`src/ttrc_pkg.sv`:
```
// ----------------------------------------------------------------------------
// ttrc_pkg
// Shared types and constants for the three-term recurrence checksum.
// ----------------------------------------------------------------------------
package ttrc_pkg;

  // One message byte with its framing marks.
  typedef struct packed {
    logic [7:0] data_byte;
    logic       first_byte;
    logic       last_byte;
  } item_t;

  // Width of the product of the widened byte sum and a recurrence term.
  localparam int PROD_W = 25;

  // Offset added to the first byte of a message.
  localparam logic [15:0] FIRST_OFFSET = 16'd7;

  // Multipliers of the position for the two coefficients.
  localparam logic [7:0] ALPHA_MULT = 8'd17;
  localparam logic [7:0] BETA_MULT  = 8'd31;

  // The term modulus, 2^16 - 1.
  localparam logic [15:0] TERM_MOD = 16'hFFFF;

  // A 64-bit wrap of a negative difference adds 2^64, which is 1 modulo
  // the term modulus. Adding 256 moduli on top keeps the value positive.
  localparam logic [PROD_W-1:0] WRAP_BIAS = PROD_W'(256 * 65535 + 1);

  // Reset values of the state.
  localparam logic [15:0] TERM_RESET = 16'd1;
  localparam logic [7:0]  POS_RESET  = 8'd0;

endpackage

```
`src/three_term_recurrence_checksum.sv`:
```
// ----------------------------------------------------------------------------
// three_term_recurrence_checksum
// Byte-stream checksum built on a three-term recurrence modulo 2^16 - 1.
// ----------------------------------------------------------------------------
// Usage:
// The input channel carries one message byte per beat with first and last
// marks. A beat marked first restarts the recurrence; a beat marked last
// produces one checksum beat on the output channel, and other beats
// produce nothing. Both channels use valid and stall.
// A byte is captured in the input register, and from there the recurrence
// update (two narrow multiplies, a subtract and an end-around fold) runs
// and, for a last byte, writes the result register. Throughput is one byte
// per cycle while no last byte waits on a stalled output, set by the
// update loop through the term registers.
// When the receiver stalls, the checksum stays in the result register and
// bytes without the last mark still flow; a last byte waits in the input
// register, and only then is the input stalled.
// Synchronous reset empties both registers and sets the older and newer
// terms to one and the position to zero.
// ----------------------------------------------------------------------------
module three_term_recurrence_checksum (
  input  logic        clk,
  input  logic        rst_n,
  input  logic        in_valid,
  output logic        in_stall,
  input  logic [7:0]  in_data_byte,
  input  logic        in_first_byte,
  input  logic        in_last_byte,
  output logic        out_valid,
  input  logic        out_stall,
  output logic [15:0] out_check_value
);
  import ttrc_pkg::*;

  item_t       in_item;
  item_t       item;
  logic        item_valid;
  logic        advance;
  logic        out_free;
  logic [15:0] term_nxt;

  assign in_item.data_byte  = in_data_byte;
  assign in_item.first_byte = in_first_byte;
  assign in_item.last_byte  = in_last_byte;

  // A byte moves on unless it needs the result register and that holds a stalled beat.
  assign advance = item_valid && (!item.last_byte || out_free);

  ttrc_in_reg u_in_reg (
    .clk        (clk),
    .rst_n      (rst_n),
    .in_valid   (in_valid),
    .in_stall   (in_stall),
    .in_item    (in_item),
    .advance    (advance),
    .item_valid (item_valid),
    .item       (item)
  );

  ttrc_step u_step (
    .clk      (clk),
    .rst_n    (rst_n),
    .advance  (advance),
    .item     (item),
    .term_nxt (term_nxt)
  );

  ttrc_out_reg u_out_reg (
    .clk             (clk),
    .rst_n           (rst_n),
    .load            (advance && item.last_byte),
    .load_value      (term_nxt),
    .free            (out_free),
    .out_valid       (out_valid),
    .out_stall       (out_stall),
    .out_check_value (out_check_value)
  );

endmodule

```
`src/ttrc_in_reg.sv`:
```
// ----------------------------------------------------------------------------
// ttrc_in_reg
// Input register stage: captures one beat and holds it until it advances.
// ----------------------------------------------------------------------------
module ttrc_in_reg (
  input  logic           clk,
  input  logic           rst_n,
  input  logic           in_valid,
  output logic           in_stall,
  input  ttrc_pkg::item_t in_item,
  input  logic           advance,
  output logic           item_valid,
  output ttrc_pkg::item_t item
);
  import ttrc_pkg::*;

  logic  valid_r;
  logic  valid_nxt;
  item_t item_r;
  logic  load;

  // The stage takes a beat when it is empty or its item moves on.
  assign in_stall  = valid_r && !advance;
  assign load      = in_valid && !in_stall;
  assign valid_nxt = load ? 1'b1 : (advance ? 1'b0 : valid_r);

  // Control state.
  always_ff @(posedge clk) begin
    if (!rst_n) begin
      valid_r <= 1'b0;
    end else begin
      valid_r <= valid_nxt;
    end
  end

  // Payload.
  always_ff @(posedge clk) begin
    if (load) begin
      item_r <= in_item;
    end
  end

  assign item_valid = valid_r;
  assign item       = item_r;

endmodule

```
`src/ttrc_step.sv`:
```
// ----------------------------------------------------------------------------
// ttrc_step
// Recurrence state and the update of the two terms.
// ----------------------------------------------------------------------------
module ttrc_step (
  input  logic            clk,
  input  logic            rst_n,
  input  logic            advance,
  input  ttrc_pkg::item_t item,
  output logic [15:0]     term_nxt
);
  import ttrc_pkg::*;

  logic [15:0]       older_r;
  logic [15:0]       older_nxt;
  logic [15:0]       newer_r;
  logic [15:0]       newer_nxt;
  logic [7:0]        pos_r;
  logic [7:0]        pos_nxt;
  logic [7:0]        alpha;
  logic [7:0]        beta;
  logic [8:0]        sum_a;
  logic [PROD_W-1:0] prod_p;
  logic [PROD_W-1:0] prod_q;
  logic              p_below_q;
  logic [PROD_W-1:0] diff_x;
  logic [16:0]       fold1;
  logic [15:0]       fold2;
  logic [15:0]       fresh;

  // Coefficients from the position; both wrap at 8 bits.
  assign alpha = 8'(pos_r * ALPHA_MULT);
  assign beta  = 8'(pos_r * BETA_MULT);
  assign sum_a = {1'b0, item.data_byte} + {1'b0, alpha};

  // The two products.
  assign prod_p = PROD_W'(sum_a) * PROD_W'(newer_r);
  assign prod_q = PROD_W'(beta) * PROD_W'(older_r);

  // Difference, with the 64-bit wrap folded into a positive bias.
  assign p_below_q = prod_q > prod_p;
  assign diff_x    = p_below_q ? (prod_p + WRAP_BIAS - prod_q) : (prod_p - prod_q);

  // End-around fold modulo 2^16 - 1.
  assign fold1 = 17'(diff_x[PROD_W-1:16]) + 17'(diff_x[15:0]);
  assign fold2 = fold1[15:0] + 16'(fold1[16]);
  assign fresh = (fold2 == TERM_MOD) ? 16'd0 : fold2;

  // Next state: a first byte restarts the recurrence.
  always_comb begin
    if (item.first_byte) begin
      older_nxt = TERM_RESET;
      newer_nxt = 16'(item.data_byte) + FIRST_OFFSET;
      pos_nxt   = 8'd1;
    end else begin
      older_nxt = newer_r;
      newer_nxt = fresh;
      pos_nxt   = pos_r + 8'd1;
    end
  end

  // State registers.
  always_ff @(posedge clk) begin
    if (!rst_n) begin
      older_r <= TERM_RESET;
      newer_r <= TERM_RESET;
      pos_r   <= POS_RESET;
    end else if (advance) begin
      older_r <= older_nxt;
      newer_r <= newer_nxt;
      pos_r   <= pos_nxt;
    end
  end

  assign term_nxt = newer_nxt;

endmodule

```
`src/ttrc_out_reg.sv`:
```
// ----------------------------------------------------------------------------
// ttrc_out_reg
// Result register: holds a checksum until the receiver takes the beat.
// ----------------------------------------------------------------------------
module ttrc_out_reg (
  input  logic        clk,
  input  logic        rst_n,
  input  logic        load,
  input  logic [15:0] load_value,
  output logic        free,
  output logic        out_valid,
  input  logic        out_stall,
  output logic [15:0] out_check_value
);
  logic        valid_r;
  logic        valid_nxt;
  logic [15:0] value_r;

  // The register can take a new result when empty or being drained.
  assign free      = !valid_r || !out_stall;
  assign valid_nxt = load ? 1'b1 : (free ? 1'b0 : valid_r);

  // Control state.
  always_ff @(posedge clk) begin
    if (!rst_n) begin
      valid_r <= 1'b0;
    end else begin
      valid_r <= valid_nxt;
    end
  end

  // Payload.
  always_ff @(posedge clk) begin
    if (load) begin
      value_r <= load_value;
    end
  end

  assign out_valid       = valid_r;
  assign out_check_value = value_r;

endmodule

```
`config.mk`:
```
export PLATFORM = sky130hd
export DESIGN_NAME = three_term_recurrence_checksum
export DESIGN_NICKNAME = d
export VERILOG_FILES = /design/src/ttrc_pkg.sv /design/src/three_term_recurrence_checksum.sv /design/src/ttrc_in_reg.sv /design/src/ttrc_step.sv /design/src/ttrc_out_reg.sv
export SDC_FILE = /design/constraint.sdc
export NUM_CORES = 1
export LEC_CHECK = 0
export ABC_CLOCK_PERIOD_IN_PS = 23700
export BUFFER_PORTS_ARGS = -buffer_cell sky130_fd_sc_hd__buf_2
export CAP_MARGIN = 20
export CORE_MARGIN = 4
export CORE_UTILIZATION = 60
export CTS_CLUSTER_DIAMETER = 40
export DETAILED_ROUTE_END_ITERATION = 6
export PLACE_DENSITY = 0.77
export RECOVER_POWER = 100
export SETUP_SLACK_MARGIN = 0.15
export SYNTH_ARGS = -nofsm -noshare
export SYNTH_HDL_FRONTEND = slang
export SYNTH_HIERARCHICAL = 1
export SYNTH_SLANG_ARGS = --single-unit
```
`constraint.sdc`:
```
create_clock -name clk -period 23.7 [get_ports clk]
set_input_delay 0 -clock clk [delete_from_list [all_inputs] [get_ports clk]]
set_output_delay 0 -clock clk [all_outputs]
set_load 0.05 [all_outputs]
```
==> reports/results.ini, run 1 <==
[critical_path]
arrival_ns=17.64
max_stage_delay_ns=1.31
crit_path_start_kind=register
critical_path_peak_fanout=40
worst-setup-path-type=reg2reg
cp-end-kind=register
slowest_stage=o21ai_0
crit_required_ns=23.74

[place]
io_buffers=31
hpwl_um=34190
gp_congestion=0.9745

[layout]
drive_above_1_share_pct=3.249
n_antenna_cell=0
area_delta_synth_final_pct=4.954
seqCellArea_um2=1622
multi_input_area_um2=13010
fillers=2243
finalNetCount=2341

[synthesis]
synth_area_um2=16170
synth_warnings=6
netlist.area_leader.share_pct=25.26
syn_area_per_cell_um2=8.359
synth_ff_type=dfxtp_1
async_reset_ff_share_pct=0
synth_cell_type_count=86
syn-num-nets=2341
yosysMostFrequentCell=inv_1
synth_common_cells=inv_1 (344), nand2_1 (205), fa_1 (204), ha_1 (189), and2_1 (129)
synth_area_leaders=fa_1 (25%), ha_1 (15%), inv_1 (8.0%), xnor2_1 (5.4%), dfxtp_1 (5.2%)
synth_cells=1934
synth_edf_count=26
ys_ff_latch=68
ys_seq_area_share_pct=10.03
yosys.area.top_type=fa_1

[floorplan]
io_pins=32
num_rows=59
start_util_pct=61.51
die_h_um=172.1
die_area_um2=29630
die_w_um=172.1
core-area_um2=26280

[sta]
slew_violations=68
rsz0062_at_grt=no
fin_skew_ns=0.008528
max_slew_margin_pct=-85.72
post-route-period-util_pct=74.26
fmax_mhz=56.82
tns_ns=0
finalCriticalPeriod_ns=17.60
hold_viol=0
worst_pin_slew_ns=2.786
setup_violations=0

[clock_network]
clock_path_buffers=2
postCtsSetupBuffers=0
cts.sinks=68
cts_max_level=3
cts_root_buffer=clkbuf_16
clk_pin_slew_ns=0.07
clk_latency_ns=0.35
cts_buffers=9
cts_tree=built

[detailed_routing]
wl_per_cell_um=18.87
wirelength_um=42910
ant_nets=0
vias=13350
dr.pass1.iters=5
drc=0
post_drt_via_cell_ratio=5.869
drtIter0Drc=1005

[global_routing]
grtUsageTotal_pct=29.72
grt_max_degree=52
grt_pass1_wl_um=69290
grt_pass1_vias=13330
grt_overflow=0
antenna_found_initial=0

[worst_hold_path]
holdCritPathClass=in2reg

[outcome]
outcome=finished, violations left
violations=max-capacitance violations, max-slew violations

[flow_run]
maxCapViolations=2

[stage by stage]
stage / hold slack [ns] / util, % / cells / worst slack (ns) / area (µm²)
after floorplan: 0.09887 / - / 1934 / 10.17 / 16170
after global placement: 0.1765 / 63.12 / 2246 / 9.296 / 16590
after detailed placement: 0.1781 / 63.12 / 2246 / 8.852 / 16590
after CTS: 0.04533 / 64.81 / 2274 / 8.820 / 17030
after global routing: 0.07132 / 64.56 / 2274 / 4.712 / 16970
final: 0.07810 / 64.56 / 2274 / 6.101 / 16970
[area by class of cell]
class                   count  share of cell area (%)
clock buffers               9                   1.327
inverters                 344                   7.611
clock inverters             7                  0.5826
well taps                 335                   2.470
multi-input cells        1460                   76.68
flip-flops and latches     68                   9.558
repair buffers             51                   1.770
[sequential cells by signal (all words and copies together), names as in the netlist]
signal	flops
u_out_reg/out_valid	1
u_in_reg/item	10
u_in_reg/item_valid	1
u_step/newer_r	16
u_step/pos_r	8
u_step/older_r	16
u_out_reg/out_check_value	16
[path summary, 6_finish.rpt]
kind                        start                           end  slack (ns)  cells past startpoint
hold reg to reg   u_step/pos_r[7]               u_step/pos_r[7]        0.60                      2
hold / removal              rst_n             u_step/older_r[0]        0.08                      2
setup reg to reg  u_step/pos_r[0]  u_out_reg/out_check_value[0]        6.10                     59
setup / recovery  u_step/pos_r[0]  u_out_reg/out_check_value[0]        6.10                     59
[critical path: cells and delay by family, from the launching register on]
family	cells	cell delay, ns
flops	1	0.32
fa+ha+maj	13	5.05
buf+inv	7	1.76
compound gates	22	6.60
simple gates	14	3.00
xor+xnor	2	0.31
mux	1	0.23
[logic make-up (layout without fill, tap and decap cells)]
| kind of cell | after synthesis | count (layout) | share of synthesized area, % |
|---|---|---|---|
| AOI/OAI and AO/OA | 313 | 313 | 13.12 |
| xor gates and xnor gates | 134 | 134 | 7.376 |
| muxes | 27 | 27 | 1.718 |
| adders and majority gates | 393 | 393 | 39.89 |
| buffers and inverters | 406 | 411 | 9.559 |
| DFF | 68 | 68 | 10.03 |
| and+or+nand+nor | 593 | 593 | 18.31 |
[repair_timing]
item / CTS / global route
hold buffers: 12 / 0
resized for setup: 0 / 0
endpoints found under the hold margin: 12 / 0
[placed cells by master (no fill, tap or decap), types with 7 or more instances in the layout]
master and instances:
inv_1 344, nand2_1 206, fa_1 204, ha_1 189, and2_1 129, xnor2_1 96, nor2_1 93, a21oi_1 86
o21ai_0 63, dfxtp_1 42, nor3_1 34, xor2_1 33, nor2b_1 31, edfxtp_1 26, a21o_1 26, mux2i_1 23
clkbuf_1 22, nand3_1 20, o21bai_1 20, nand2b_1 17, a211oi_1 16, o31ai_1 13, dlygate4sd3_1 12, buf_2 12
nand3b_1 12, a31oi_1 11, or3_1 10, clkbuf_16 9, o21a_1 9, and3_1 7, nand4_1 7
[layer usage]
metal  global-route usage (%)  share of wire [%]  vias up
li1                         -                  -     6238
met1                    39.86                 42     6500
met2                    49.01                 47      496
met3                    5.510                7.4      113
met4                    9.706                4.1        0
met5                        0                  0        -
Power of run 1 is not shown: default switching activity piles up to over one toggle a cycle in this logic, so the estimate is an artifact.
==> inputs of run 2 (changes only) <==
--- a/config.mk
+++ b/config.mk
@@ -5,14 +5,14 @@
 export SDC_FILE = /design/constraint.sdc
 export NUM_CORES = 1
 export LEC_CHECK = 0
-export ABC_CLOCK_PERIOD_IN_PS = 23700
+export ABC_CLOCK_PERIOD_IN_PS = 15100
 export BUFFER_PORTS_ARGS = -buffer_cell sky130_fd_sc_hd__buf_2
 export CAP_MARGIN = 20
 export CORE_MARGIN = 4
 export CORE_UTILIZATION = 60
 export CTS_CLUSTER_DIAMETER = 40
 export DETAILED_ROUTE_END_ITERATION = 6
-export PLACE_DENSITY = 0.77
+export PLACE_DENSITY = 0.8
 export RECOVER_POWER = 100
 export SETUP_SLACK_MARGIN = 0.15
 export SYNTH_ARGS = -nofsm -noshare
==> constraint.sdc (replaced) <==
create_clock -name clk -period 15.1 [get_ports clk]
set_input_delay 0 -clock clk [delete_from_list [all_inputs] [get_ports clk]]
set_output_delay 0 -clock clk [all_outputs]
set_load 0.05 [all_outputs]
==> reports/results.ini, run 2 (same netlist as run 1, synthesis figures left out) <==
[critical_path]
slowest_stage=fa_1
critPathLaunch=u_step/pos_r[1]
worst-setup-path-type=reg2reg
reg2reg_from=u_step/pos_r[1]
arrival_ns=14.53  ; -3.11 ns
max_stage_delay_ns=0.55  ; -0.76 ns
critical_path_peak_fanout=16  ; -60%
cp_common_cell=fa_1
crit_path_start_kind=register
cp-end-kind=register
crit_required_ns=15.31  ; -8.43 ns

[layout]
finalNetCount=2356  ; +0.64%
layout_common_cells=inv_1 (344), nand2_1 (205), fa_1 (204)
final_area_um2=17160  ; +1.1%
seqCellArea_um2=1624  ; +0.15%
fillers=2167  ; -3.4%
area_delta_synth_final_pct=6.138
final_common_cell=inv_1
multi_input_area_um2=13090  ; +0.59%
n_antenna_cell=0  ; unchanged
drive_above_1_share_pct=4.964  ; +1.7 points
fin_util_pct=65.29  ; +0.73 points

[sta]
slew_violations=52  ; -24%
finalCriticalPeriod_ns=14.32  ; -3.280 ns
fmax_mhz=69.84  ; +23%
worst_pin_slew_ns=2.715  ; -0.07045 ns
whs_ns=0.02582  ; -0.05228 ns
rsz0062_at_grt=no
fin_skew_ns=0.009267  ; +0.0007390 ns
max_slew_margin_pct=-81.02  ; +4.7 points
post-route-period-util_pct=94.83  ; +21 points
tns_ns=0  ; unchanged
setup_violations=0  ; unchanged
hold_viol=0  ; unchanged

[global_routing]
grt_pass1_wl_um=70350  ; +1.5%
grt_overflow=0  ; unchanged
grt_pass1_vias=13750  ; +3.1%
grt_max_degree=52  ; unchanged
antenna_found_initial=0  ; unchanged
grtUsageTotal_pct=29.95  ; +0.23 points

[detailed_routing]
post_drt_via_cell_ratio=5.963  ; +1.6%
dr.pass1.iters=6  ; +1
wl_per_cell_um=19.20  ; +1.7%
vias=13650  ; +2.3%
wirelength_um=43940  ; +2.4%
ant_nets=0  ; unchanged
drc=0  ; unchanged
drtIter0Drc=1382  ; +38%

[clock_network]
cts.sinks=68  ; unchanged
clk_pin_slew_ns=0.07  ; about the same
cts_buffers=9  ; unchanged
cts_root_buffer=clkbuf_16
cts_max_level=3  ; unchanged
clock_path_buffers=2  ; unchanged
cts_tree=built
clk_latency_ns=0.35  ; about the same

[worst_hold_path]
holdCritPathClass=in2reg
min_from=rst_n

[floorplan]
die_h_um=172.1  ; unchanged
core-area_um2=26280  ; unchanged
start_util_pct=61.51  ; unchanged
num_rows=59  ; unchanged
die_w_um=172.1  ; unchanged
io_pins=32  ; unchanged
die_area_um2=29630  ; unchanged

[place]
gp_congestion=0.9932  ; +1.9%
detailed_place.area_um2=16620  ; +0.23%
io_buffers=31  ; unchanged
hpwl_um=35270  ; +3.2%

[outcome]
violations=max-capacitance violations, max-slew violations
outcome=finished, violations left

[flow_run]
maxCapViolations=1  ; -1

run 2: changes by cell type in the layout (fill, tap and decap cells not counted), moves of 3 or more:
| cell | previous run | this run |
|---|---|---|
| buf_4 | 5 | 17 |
| a21oi_1 | 86 | 81 |
| a21oi_2 | 1 | 6 |
| o21ai_0 | 63 | 60 |
| o31ai_1 | 13 | 10 |
| o31ai_2 | 3 | 6 |
| xnor2_1 | 96 | 99 |
| xnor2_2 | 4 | 1 |
run 2: layer usage:
layer  global-route usage [%]  routed length, µm  vias to the layer above
met2                    51.91              21530                      575
met5                        0                  0                        -
met4                    7.826               1238                        0
met3                    4.367               3305                      110
li1                         -                  -                     6279
met1                    39.57              17870                     6685
run 2: worst max-delay path, delay by kind of cell, from the launching register on:
| family | cells | cell delay [ns] |
|---|---|---|
| flops | 1 | 0.38 |
| buf+inv | 10 | 1.09 |
| mux | 1 | 0.22 |
| compound gates | 20 | 3.98 |
| xor+xnor | 3 | 0.65 |
| simple gates | 13 | 2.39 |
| fa+ha+maj | 14 | 5.47 |
run 2: path summary, 6_finish.rpt:
kind | cells after the start | slack (ns) | endpoint
max | 61 | 0.78 | u_step/newer_r[2]
min | 2 | 0.03 | u_step/older_r[0]
max reg2reg | 61 | 0.78 | u_step/newer_r[2]
min reg2reg | 2 | 0.54 | u_out_reg/out_valid
run 2: layout make-up:
| class | count | area share, % |
|---|---|---|
| inverters | 344 | 7.526 |
| clock buffers | 10 | 1.458 |
| clock inverters | 6 | 0.2990 |
| flip-flops and latches | 68 | 9.465 |
| repair buffers | 66 | 2.538 |
| well taps | 335 | 2.443 |
| multi-input cells | 1460 | 76.27 |
run 2: what timing repair did:
item | 4_1_cts | 5_1_grt
hold buffers | 12 | 0
buffers inserted | 0 | 6
gates resized for setup | 0 | 21
hold endpoints to repair | 12 | 0
endpoints found under the setup margin | 0 | 32
run 2: through the flow:
stage | cells | worst slack, ns
final | 2289 | 0.7807
after global routing | 2289 | 0.03020
after CTS | 2283 | 0.2718
after detailed placement | 2255 | 0.3247
after global placement | 2255 | 0.6602
after floorplan | 1934 | 1.568
Power of run 2 is left out for the same reason.
==> inputs of run 3 (changes only) <==
--- a/config.mk
+++ b/config.mk
@@ -9,13 +9,12 @@
 export BUFFER_PORTS_ARGS = -buffer_cell sky130_fd_sc_hd__buf_2
 export CAP_MARGIN = 20
 export CORE_MARGIN = 4
-export CORE_UTILIZATION = 60
+export CORE_UTILIZATION = 50
 export CTS_CLUSTER_DIAMETER = 40
 export DETAILED_ROUTE_END_ITERATION = 6
-export PLACE_DENSITY = 0.8
+export PLACE_DENSITY = 0.67
 export RECOVER_POWER = 100
 export SETUP_SLACK_MARGIN = 0.15
 export SYNTH_ARGS = -nofsm -noshare
 export SYNTH_HDL_FRONTEND = slang
-export SYNTH_HIERARCHICAL = 1
 export SYNTH_SLANG_ARGS = --single-unit
==> reports/results.ini, run 3 <==
[outcome]
outcome=finished, violations left
violations=max-capacitance violations, max-slew violations

[detailed_routing]
wl_met1_um=18870  ; +5.6%
dr.pass1.iters=5  ; -1
post_drt_via_cell_ratio=5.693  ; -4.5%
drtIter0Drc=1000  ; -28%
vias=13970  ; +2.4%
wl_per_cell_um=18.28  ; -4.8%
wirelength_um=44850  ; +2.1%
met2_length_um=21970  ; +2.0%
wl_met3_um=2437  ; -26%
ant_nets=0  ; unchanged
top_layer=met4
drc=0  ; unchanged

[synthesis]
synth_cell_type_count=86  ; unchanged
ys_ff_latch=68  ; unchanged
synth_cells=2001  ; +3.5%
yosys.area.top_type=fa_1
netlist.area_leader.share_pct=24.90  ; -0.36 points
synth_area_leaders=fa_1 (25%), ha_1 (14%), inv_1 (7.8%), nand2_1 (5.3%), dfxtp_1 (5.1%)
synth_ff_type=dfxtp_1
syn-num-nets=2408  ; +2.9%
async_reset_ff_share_pct=0  ; unchanged
ys_seq_area_share_pct=9.886  ; -0.14 points
synth_warnings=0  ; -6
syn_area_per_cell_um2=8.197  ; -1.9%
synth_edf_count=26  ; unchanged
synth_area_um2=16400  ; +1.5%
yosysMostFrequentCell=inv_1
synth_common_cells=inv_1 (340), nand2_1 (231), fa_1 (204), ha_1 (189), and2_1 (132)

[critical_path]
arrival_ns=14.34  ; -0.19 ns
crit_path_start_kind=register
max_stage_delay_ns=0.55  ; about the same
cp_common_cell=fa_1
r2r_setup_slack_ns=0.98  ; +0.20 ns
crit_required_ns=15.32  ; about the same
cp-end-kind=register
critical_path_peak_fanout=16  ; unchanged
slowest_stage=fa_1
worst-setup-path-type=reg2reg

[clock_network]
clk_latency_ns=0.35  ; about the same
cts_root_buffer=clkbuf_16
clock_path_buffers=2  ; unchanged
cts_buffers=9  ; unchanged
cts.sinks=68  ; unchanged
cts_max_level=3  ; unchanged
cts_tree=built
clk_pin_slew_ns=0.06  ; about the same

[layout]
finalNetCount=2414  ; +2.5%
drive_above_1_share_pct=5.268  ; +0.30 points
final_common_cell=inv_1
layout_common_cells=inv_1 (340), nand2_1 (231), fa_1 (204)
fillers=3024  ; +40%
n_antenna_cell=0  ; unchanged
area_delta_synth_final_pct=6.591

[global_routing]
grt_pass1_vias=14330  ; +4.2%
grt_max_degree=40  ; -23%
grt_pass1_wl_um=74590  ; +6.0%
grtUsageTotal_pct=25.89  ; -4.1 points
antenna_found_initial=0  ; unchanged
grt_overflow=0  ; unchanged

[sta]
hold_viol=0  ; unchanged
finalCriticalPeriod_ns=14.12  ; -0.1974 ns
slew_violations=31  ; -40%
fin_skew_ns=0.01132  ; +0.002051 ns
setup_ws_ns=0.9782  ; +0.1974 ns
worst_pin_slew_ns=1.563  ; -1.152 ns
max_slew_margin_pct=-4.207  ; +77 points
fmax_mhz=70.81  ; +1.4%
rsz0062_at_grt=no
setup_violations=0  ; unchanged
tns_ns=0  ; unchanged
post-route-period-util_pct=93.52  ; -1.3 points

[place]
pre_cts_slack_ns=0.3125  ; -0.01224 ns
io_buffers=31  ; unchanged
gp_congestion=0.9529  ; -4.1%
hpwl_um=37130  ; +5.3%

[floorplan]
core-area_um2=32450  ; +23%
die_area_um2=35770  ; +21%
die_h_um=189.1  ; +9.9%
die_w_um=189.1  ; +9.9%
start_util_pct=50.54  ; -11 points
io_pins=32  ; unchanged
num_rows=66  ; +12%

[worst_hold_path]
holdCritPathClass=in2reg

[flow_run]
maxCapViolations=1  ; unchanged

-- run 3: changes by cell type after synthesis, sizes merged, moves of 10 or more --
cell	delta
nand3	+12
mux2i	-16
o31ai	-10
nand2	+25
xnor2	-14
a21oi	+22
nand4	+10
o21ai	-10
-- run 3: final cells by class --
cell class	count	area (µm²)	area share, %
timing repair buffer	65	422.9	2.419
tap	442	553.0	3.163
inverter	340	1276	7.300
clock inverter	6	46.29	0.2648
sequential	68	1624	9.289
clock buffer	10	239.0	1.367
multi-input combinational	1523	13320	76.20
-- run 3: worst max-delay path: cells and delay by family (launching register included) --
kind / cells / cell delay [ns]
AO/OA/AOI/OAI: 22 / 3.88
XOR/XNOR: 2 / 0.40
adder cells (fa/ha/maj): 14 / 5.61
buffers and inverters: 8 / 1.12
flip-flops: 1 / 0.39
AND/OR/NAND/NOR: 15 / 2.54
-- run 3: kinds of logic after synthesis --
kind of cell | Yosys count | share of synthesized area, %
multiplexers | 14 | 0.9001
XOR/XNOR | 120 | 6.499
flip-flops | 68 | 9.886
AND/OR/NAND/NOR | 650 | 19.80
buffers and inverters | 410 | 9.520
AO/OA/AOI/OAI | 346 | 14.08
adder cells (fa/ha/maj) | 393 | 39.32
-- run 3: final timing paths --
path | startpoint | to | depth (start not counted)
max reg2reg | u_step.pos_r[1] | u_step.newer_r[1] | 61
min | rst_n | u_step.newer_r[0] | 2
min reg2reg | u_out_reg.out_valid | u_out_reg.out_valid | 2
max | u_step.pos_r[1] | u_step.newer_r[1] | 61
-- run 3: timing repair --
item,in CTS,in global routing
hold buffers,12,0
endpoints found under the hold margin,12,0
setup endpoints to repair,0,32
buffers inserted,0,2
gates resized for setup,0,33
-- run 3: stage by stage --
step                      hold WS (ns)  cells  cell area [µm²]  util, %
after floorplan                0.09887   2001            16400        -
after global placement          0.1779   2424            16980    52.32
after detailed placement        0.1781   2424            16980    52.32
after CTS                      0.02941   2452            17390    53.57
after global routing           0.05954   2454            17480    53.87
final                          0.03319   2454            17480    53.87
-- run 3: per-layer routing --
| layer | GRT usage (%) | vias to the layer above |
|---|---|---|
| met4 | 8.997 | 0 |
| met3 | 2.010 | 103 |
| met5 | 0 | - |
| li1 | - | 6556 |
| met2 | 45.32 | 488 |
| met1 | 33.93 | 6824 |
Power of run 3 is left out for the same reason.
